[config.mk]
export PLATFORM = sky130hd
export DESIGN_NAME = dts_ctrl
export DESIGN_NICKNAME = d
export VERILOG_FILES = /design/src/rtl/dts_pkg.sv /design/src/rtl/dts_ctrl.sv
export SDC_FILE = /design/constraint.sdc
export NUM_CORES = 1
export LEC_CHECK = 0
export BUFFER_PORTS_ARGS = -buffer_cell sky130_fd_sc_hd__buf_2
export CAP_MARGIN = 20
export CORE_AREA = 2 2 39 41
export CTS_CLUSTER_DIAMETER = 40
export CTS_CLUSTER_SIZE = 20
export DETAILED_ROUTE_END_ITERATION = 8
export DIE_AREA = 0 0 41 43
export PLACE_DENSITY_LB_ADDON = 0.08
export SYNTH_ARGS = -nofsm -noshare
export SYNTH_HDL_FRONTEND = slang
export SYNTH_SLANG_ARGS = --single-unit
[constraint.sdc]
create_clock -name clk -period 2.1 [get_ports clk]
set_clock_uncertainty 0.2 [all_clocks]
set_input_delay 0.315 -clock clk [delete_from_list [all_inputs] [get_ports clk]]
set_output_delay 0.315 -clock clk [all_outputs]
set_load 0.01 [all_outputs]
[src/rtl/dts_pkg.sv]
// Shared types, constants and state codes for the topological sort engine.
package dts_pkg;

  localparam int unsigned DefMaxVertices = 64;
  localparam int unsigned DefMaxEdges    = 256;

  typedef struct packed {
    logic       opcode;
    logic [5:0] edge_src;
    logic [5:0] edge_dst;
  } dts_in_t;

  typedef struct packed {
    logic [5:0] vertex;
    logic       last;
    logic       edge_error;
  } dts_out_t;

  localparam logic OP_EDGE = 1'b0;
  localparam logic OP_SORT = 1'b1;

  typedef enum logic [3:0] {
    ST_CLEAR,
    ST_IDLE,
    ST_EDGE,
    ST_ROOT,
    ST_TOP,
    ST_EREAD,
    ST_HEAD,
    ST_EVAL,
    ST_EMIT,
    ST_WAIT,
    ST_WIPE
  } dts_state_t;

  typedef struct packed {
    logic clear_step;   // write empty marker at clear index, advance
    logic clear_start;  // reset clear index
    logic edge_load;    // capture input word
    logic edge_commit;  // append captured edge or flag error
    logic root_step;    // test root, push if unvisited, advance root
    logic top_read;     // read top of search stack
    logic edge_read;    // issue edge memory read for top cursor
    logic head_read;    // read list head of the edge target
    logic edge_eval;    // update cursor, maybe push child
    logic pop;          // pop top to finish stack
    logic emit_start;   // begin emission
    logic emit_step;    // hand one result word out
    logic wipe;         // clear visited, counters, error
  } dts_cmd_t;

  typedef struct packed {
    logic clear_done;
    logic roots_done;
    logic root_free;
    logic stack_empty;
    logic stack_one;
    logic cursor_end;
    logic fin_empty;
    logic emit_last;
    logic is_sort;
  } dts_sts_t;

endpackage

[src/rtl/dts_ctrl.sv]
// Controller state machine sequencing edge load, search and emission.
module dts_ctrl (
  input  logic              clk,
  input  logic              rst_n,
  input  logic              in_valid,
  output logic              in_stall,
  output logic              out_valid,
  input  logic              out_stall,
  input  dts_pkg::dts_sts_t sts,
  output dts_pkg::dts_cmd_t cmd
);
  import dts_pkg::*;

  dts_state_t state_r, state_nxt;
  logic       acc;

  assign acc = in_valid && !in_stall;

  always_ff @(posedge clk) begin
    if (!rst_n) state_r <= ST_CLEAR;
    else        state_r <= state_nxt;
  end

  // ST_EREAD pops when cursor is exhausted; sp is still the pre-pop depth there
  always_comb begin
    state_nxt = state_r;
    case (state_r)
      ST_CLEAR: if (sts.clear_done) state_nxt = ST_IDLE;
      ST_IDLE:  if (acc) state_nxt = sts.is_sort ? ST_ROOT : ST_EDGE;
      ST_EDGE:  state_nxt = ST_IDLE;
      ST_ROOT: begin
        if (sts.roots_done) state_nxt = sts.fin_empty ? ST_WIPE : ST_EMIT;
        else if (sts.root_free) state_nxt = ST_TOP;
      end
      ST_TOP:   state_nxt = ST_EREAD;
      ST_EREAD: state_nxt = sts.cursor_end ? (sts.stack_one ? ST_ROOT : ST_TOP)
                                           : ST_HEAD;
      ST_HEAD:  state_nxt = ST_EVAL;
      ST_EVAL:  state_nxt = ST_TOP;
      ST_EMIT:  state_nxt = ST_WAIT;
      ST_WAIT: begin
        if (!out_stall) state_nxt = sts.emit_last ? ST_WIPE : ST_WAIT;
      end
      ST_WIPE:  state_nxt = ST_CLEAR;
      default:  state_nxt = ST_CLEAR;
    endcase
  end

  always_comb begin
    cmd       = '0;
    in_stall  = 1'b1;
    out_valid = 1'b0;
    case (state_r)
      ST_CLEAR: cmd.clear_step = 1'b1;
      ST_IDLE: begin
        in_stall      = 1'b0;
        cmd.edge_load = in_valid;
      end
      ST_EDGE:  cmd.edge_commit = 1'b1;
      ST_ROOT: begin
        cmd.root_step  = !sts.roots_done;
        cmd.emit_start = sts.roots_done && !sts.fin_empty;
      end
      ST_TOP:   cmd.top_read = 1'b1;
      ST_EREAD: begin
        cmd.pop       = sts.cursor_end;
        cmd.edge_read = !sts.cursor_end;
      end
      ST_HEAD:  cmd.head_read = 1'b1;
      ST_EVAL:  cmd.edge_eval = 1'b1;
      ST_EMIT:  out_valid = 1'b0;
      ST_WAIT: begin
        out_valid     = 1'b1;
        cmd.emit_step = !out_stall && !sts.emit_last;
      end
      ST_WIPE: begin
        cmd.wipe        = 1'b1;
        cmd.clear_start = 1'b1;
      end
      default: ;
    endcase
  end

  assert property (@(posedge clk) disable iff (!rst_n)
    out_valid |-> in_stall) else $error("input open during emission");
  assert property (@(posedge clk) disable iff (!rst_n)
    cmd.pop |-> !cmd.edge_read) else $error("pop and read together");
  assert property (@(posedge clk) disable iff (!rst_n)
    state_r == ST_WIPE |=> state_r == ST_CLEAR) else $error("wipe not followed by clear");
endmodule

; Word-level counts from Yosys, hierarchy flattened
; Index checks and enable logic that the tools add are counted.
[totals]
regBits = 4
inputBits = 13
word_cells = 50
[op_classes]
eq_ne = 14
n_mux = 25
n_reduce_logical = 10
[op_table]
columns = op, n
row1 = one-hot mux 4 bit (10 select lines), 1
row2 = 2-to-1 mux 4 bit, 5
row3 = == test 4 x 3 -> 1 bit (second input constant), 4
row4 = 2-to-1 mux 1 bit, 15
row5 = == test 4 bit (second input constant), 3
row6 = == test 4 x 2 -> 1 bit (second input constant), 2
row7 = 2-to-1 mux 3 bit, 2
row8 = != test 2 bit (second input constant), 3
row9 = logical NOT 1 bit, 5
row10 = == test 4 x 1 -> 1 bit (second input constant), 1
row11 = logical NOT 4 bit, 1
row12 = 2-to-1 mux 2 bit, 2
row13 = AND reduction 4 bit, 1
row14 = logical AND 1 bit, 3
row15 = != test 3 bit (second input constant), 1

; Logic depth before layout (Yosys ltp)
; Gate-level depths: netlist of run 1.
[logic_depth]
ltp_word = 4
depth_mapped = 5
ltp_nobuf = 4

; Least setup slack after synthesis of run 1
; Ideal clock, no wire load.
[synth_timing]
path_kind = reg2out
startpoint = register state_r[0]
endpoint = output port cmd[1] (netlist name)
arrival_time_ns = 1.167
t_required_ns = 1.585
path_slack_ns = 0.418
path_stages_with_launch = 4
path_buffers = 1
path_cell_list = dfxtp_1 > buf_1 > nand2b_1 > nor4_1
[synth_lines]
columns = item, line_no
row1 = "start, declared", dts_ctrl.sv:14  ; dts_state_t state_r, state_nxt;
row2 = "start signal, assigned", dts_ctrl.sv:21  ; else state_r <= state_nxt;
row3 = "end, declared", dts_ctrl.sv:10  ; output dts_pkg::dts_cmd_t cmd

==> flow_summary.yaml, run 1 <==
clock_tree:
  clk-insertion-delay-late_ps: 240
  cts_buffers: 3
  cts_buffer_depth: 2
  hold_buffers: 0
  clock-sinks: 4
  cts_root_buffer: "clkbuf_4"
  cts_htree_levels: 1
  clkTransAtPathRegs_ps: 40
  cts_tree: "done"
critical_path:
  rr_startpoint: "state_r[2]"
  path_buf_inv: 1
  critPathTopFamily: "flip-flops"
  r2r_cells: 4
  reg2reg_to: "state_r[1]"
  cp-start-kind: "flop"
  cp_cell_sequence: "nand2_1 > nor4b_1 > buf_2"
  ff2ff_setup_slack_ps: 440
  worstPathMaxFanout: 12
  cp_slowest_cell: "dfxtp_1"
  cp_data_required_time_ps: 1580
  worst-endpoint-arrival_ps: 1420
  end_kind: "primary output"
  critPathKind: "flop to primary output"
  slowest_delay_ps: 540
yosys:
  yosysWarnings: 0
  syn-cell-area_um2: 444
  synth_cell_type_count: 31
  avgSynthCellArea_um2: 6.83
  syn_inst: 65
  ys_seq_elements: 4
  syn_nets: 78
  yosysSeqAreaShare_pct: 18.0
timing:
  setup_viol: 0
  fin_tns_setup_ps: 0
  holdWs_ps: 120
  worstMarginPinSlew_ps: 412
  period_share_pct: 92.0
  rsz0062_at_grt: "false"
  period_needed_ps: 1930
  slew_viol_final: 0
  timing_hold_violations_final: 0
  setup_ws_ps: 168
  timing.fmax_mhz: 518
  slew_headroom_pct: 72.3
layout:
  reg.largest.list: "state_r: 4 flops"
  layout_commonest_cell: "buf_2"
  area_delta_synth_final_pct: 30.4
  diodes: 0
  largest-register: "state_r"
  fillers: 147
  nets: 103
  finalInstanceArea_um2: 579
  final_cell_mix: "buf_2 (26), nor2_1 (8), nand2_1 (7), nor3_1 (6), inv_1 (4)"
  largest_register_ffs: 4
  drive_above_1_share_pct: 42.0
grt:
  grt_first_pass_wirelength_um: 1810
  grt_antenna_before_repair: 0
  grt_pass1_vias: 415
  grt_max_degree: 14
  grt.overflow.total: 0
  grt_util_all_layers_pct: 14.8
floorplan:
  dieArea_mm2: 0.00176
  initial_core_util_pct: 32.1
  design.core.area_mm2: 0.00138
  num_rows: 14
  die_height_um: 43
  fp.dieW_um: 41
  boundaryPins: 28
run_status:
  status: "complete, no violations"
pwr:
  ir_drop_mv: 0.226
  power.density_mw_per_mm2: 608
  leakage_nw: 0.268
detailed_routing:
  viasPerCell: 5.16
  wirelength_um: 1170
  drt-pass1-iter-count: 4
  drc: 0
  ant_nets: 0
  drtIter0Drc: 10
  num_vias: 537
  wire_per_inst_um: 11.3
placed_design:
  post_dp_cell_area_um2: 556
  numPortBuffers: 26
  dpl.hpwl_um: 879
  place_congestion: 0.727
  dpl_worst_slack_ps: 375
worst_hold_path:
  whs_path_depth: 3
  worstHoldStart: "rst_n"
  hp-class: "input port to flop"
  min_to: "state_r[1]"
run:
  drv_cap: 0
-- layout make-up --
cell class / instances / area [um^2] / share of cell area [%]
Clock buffer: 3 / 22.5 / 3.89
Timing Repair Buffer: 26 / 130 / 22.5
Tap cell: 16 / 20.0 / 3.46
Inverter: 5 / 18.8 / 3.24
Sequential cell: 4 / 81.3 / 14.0
Multi-Input combinational cell: 50 / 307 / 52.9
-- layer usage --
layer	share of wire, %	up-vias	track usage (%)
met2	44	16	20.9
met4	1.9	0	6.00
met5	0	-	0
li1	-	280	-
met1	49	239	21.9
met3	4.8	2	1.57
-- where the power goes --
part / switching (mW) / internal (mW)
Clock: 0.0336 / 0.0641
Combinational: 0.0717 / 0.0692
Sequential: 0.0275 / 0.0864
Total: 0.133 / 0.220
-- per-stage QoR --
step	cells	util [%]	power [mW]
2_1_floorplan	65	-	0.216
3_3_place_gp	101	40.1	0.256
3_5_place_dp	101	40.1	0.255
4_1_cts	104	41.8	0.360
5_1_grt	104	41.9	0.386
6_report	104	41.9	0.352
-- cells in the mapped netlist --
| master | count | area share (%) |
|---|---|---|
| o21ai_0 | 3 | 3.4 |
| buf_2 | 1 | 1.1 |
| a21oi_1 | 2 | 2.3 |
| or2_1 | 1 | 1.4 |
| nor4b_1 | 1 | 2.0 |
| mux2_2 | 1 | 2.5 |
| clkbuf_1 | 1 | 0.84 |
| inv_2 | 1 | 0.84 |
| buf_1 | 1 | 0.84 |
| nand4b_1 | 1 | 2.0 |
| o22ai_1 | 1 | 1.4 |
| and3_1 | 1 | 1.4 |
| o21ai_2 | 1 | 2.0 |
| or3b_1 | 1 | 2.0 |
| nand2b_1 | 3 | 4.2 |
| nor2_1 | 8 | 6.8 |
| nor2b_1 | 2 | 2.8 |
| nand3_1 | 1 | 1.1 |
| buf_6 | 1 | 2.5 |
| dfxtp_1 | 4 | 18 |
| or4_4 | 1 | 2.5 |
| buf_4 | 2 | 3.4 |
| a31oi_1 | 3 | 4.2 |
| nor4_1 | 2 | 2.8 |
| a211oi_1 | 1 | 1.7 |
| o221a_2 | 1 | 2.5 |
| inv_1 | 4 | 3.4 |
| a31o_4 | 1 | 3.9 |
| o221ai_2 | 1 | 3.4 |
| nand2_1 | 7 | 5.9 |
| nor3_1 | 6 | 6.8 |
-- logic make-up (layout without fill, tap and decap cells) --
logic type | after synthesis | count (layout) | synth area share (%)
simple gates | 35 | 35 | 41.7
compound gates | 14 | 14 | 24.8
buf+inv | 11 | 34 | 13.0
flops | 4 | 4 | 18.0
mux | 1 | 1 | 2.54
-- worst max path at each step --
stage	slack, ps	cells past startpoint	endpoint	start
final	170	3	cmd[2]	state_r[1]
after global routing	20	3	cmd[2]	state_r[1]
after CTS	100	3	cmd[2]	state_r[0]
after detailed placement	380	3	cmd[2]	state_r[0]
after global placement	390	3	cmd[2]	state_r[0]
after floorplan	420	3	cmd[1]	state_r[0]
-- worst register-to-register path: stages (launching register included) --
cell and delay, ps:
dfxtp_1 400, or4_4 560, o221ai_2 200, a31o_4 140
o21ai_2 50
-- timing repair --
| action | 4_1_cts | 5_1_grt |
|---|---|---|
| buffers inserted | 0 | 0 |
| endpoints found under the setup margin | 0 | 1 |
| resized for setup | 0 | 1 |
Note: power is estimated with default switching activity, not from simulation.
==> run 2, diff against run 1 <==
==> constraint.sdc (replaced) <==
create_clock -name clk -period 2.1 [get_ports clk]
set_clock_uncertainty 0.2 [all_clocks]
set_input_delay 0.315 -clock clk [delete_from_list [all_inputs] [get_ports clk]]
set_output_delay 0.315 -clock clk [all_outputs]
set_load 0.02 [all_outputs]
==> run 2 against run 1 <==
Compared with the run above: combinational power up 11%; register-to-register slack about the same; sequential power about the same; fmax up 0.62%; worst hold slack about the same.
==> flow_summary.yaml, run 2 (synthesis results as in run 1) <==
floorplan:
  design.core.area_mm2: 0.00138
  fp.dieW_um: 41
  dieArea_mm2: 0.00176
  initial_core_util_pct: 32.1
  boundaryPins: 28
  die_height_um: 43
  num_rows: 14
placed_design:
  post_dp_cell_area_um2: 556
  numPortBuffers: 26
  place_congestion: 0.726
  dpl.hpwl_um: 879
  dpl_worst_slack_ps: 342
layout:
  final_cell_mix: "buf_2 (26), nor2_1 (8), nand2_1 (7), nor3_1 (6), inv_1 (4)"
  reg.largest.list: "state_r: 4 flops"
  diodes: 0
  largest-register: "state_r"
  nets: 103
  final_core_util_pct: 42.0
  layout_commonest_cell: "buf_2"
  drive_above_1_share_pct: 43.2
  area_delta_synth_final_pct: 30.7
  largest_register_ffs: 4
  finalInstanceArea_um2: 581
timing:
  fin_tns_setup_ps: 0
  setup_ws_ps: 180
  rsz0062_at_grt: "false"
  period_needed_ps: 1920
  worstMarginPinSlew_ps: 412
  setup_viol: 0
  slew_headroom_pct: 72.3
  period_share_pct: 91.4
  timing.fmax_mhz: 521
  timing_hold_violations_final: 0
  slew_viol_final: 0
critical_path:
  end_kind: "primary output"
  worst-endpoint-arrival_ps: 1400
  cp_data_required_time_ps: 1580
  cp-start-kind: "flop"
  critPathKind: "flop to primary output"
  r2r_cells: 4
  worstPathMaxFanout: 11
clock_tree:
  cts_root_buffer: "clkbuf_4"
  cts_tree: "done"
  hold_buffers: 0
  clk-insertion-delay-late_ps: 240
  cts_htree_levels: 1
  clkTransAtPathRegs_ps: 40
  cts_buffers: 3
  post_cts.repair.setup_buffers: 0
  cts_buffer_depth: 2
  clock-sinks: 4
detailed_routing:
  drtIter0Drc: 10
  ant_nets: 0
  viasPerCell: 5.16
  dr_wl_met2_um: 517
  wire_per_inst_um: 11.3
  drc: 0
  wl_met1_um: 575
  top_layer_used: "met4"
  num_vias: 537
  drt-pass1-iter-count: 4
  wirelength_um: 1170
  wl_met3_um: 56
grt:
  grt.overflow.total: 0
  grt_util_all_layers_pct: 14.8
  grt_first_pass_wirelength_um: 1810
  grt_max_degree: 14
  grt_pass1_vias: 415
  grt_antenna_before_repair: 0
run_status:
  status: "complete, no violations"
worst_hold_path:
  whs_path_depth: 3
  hp-class: "input port to flop"
pwr:
  ir_drop_mv: 0.226
  leakage_nw: 0.268
  power.density_mw_per_mm2: 634
run:
  drv_cap: 0
## run 2: cell count changes in the layout (fill, tap and decap cells not counted)
| cell | previous run | this run |
|---|---|---|
| dfxtp_2 | 1 | 2 |
| dfxtp_1 | 3 | 2 |
## run 2: worst paths after layout
check	start	to	slack [ps]
max	state_r[2]	cmd[12]	180
min	rst_n	state_r[1]	120
max reg2reg	state_r[2]	state_r[1]	440
min reg2reg	state_r[0]	state_r[0]	460
## run 2: layer usage
metal,vias up,track usage [%]
met2,16,20.9
met1,239,21.9
li1,280,-
met4,0,6.00
met3,2,1.57
met5,-,0
## run 2: final cells by class
cell class | instances | area (um^2)
fill | 146 | 803
multi-input combinational | 50 | 307
timing repair buffer | 26 | 130
sequential | 4 | 82.6
clock buffer | 3 | 22.5
tap | 16 | 20.0
inverter | 5 | 18.8
## run 2: per-stage QoR
stage	cells	hold WS, ps	total power, mW
CTS	104	109	0.375
finish	104	120	0.368
global route	104	134	0.402
global placement	101	363	0.271
detailed placement	101	367	0.270
floorplan	65	228	0.231
## run 2: critical path, cell delays in order (launching register included)
cell	delay (ps)
dfxtp_1	400
or4_4	560
inv_1	60
buf_2	150
## run 2: power breakdown
group,switching (mW),internal (mW),leakage (nW)
clock,0.0336,0.0641,0.0138
combinational,0.0865,0.0695,0.221
sequential,0.0275,0.0871,0.0333
total,0.148,0.221,0.268
## run 2: what timing repair did
action | 4_1_cts | 5_1_grt
endpoints found under the hold margin | 0 | 0
setup endpoints to repair | 0 | 2
gates resized for setup | 0 | 2
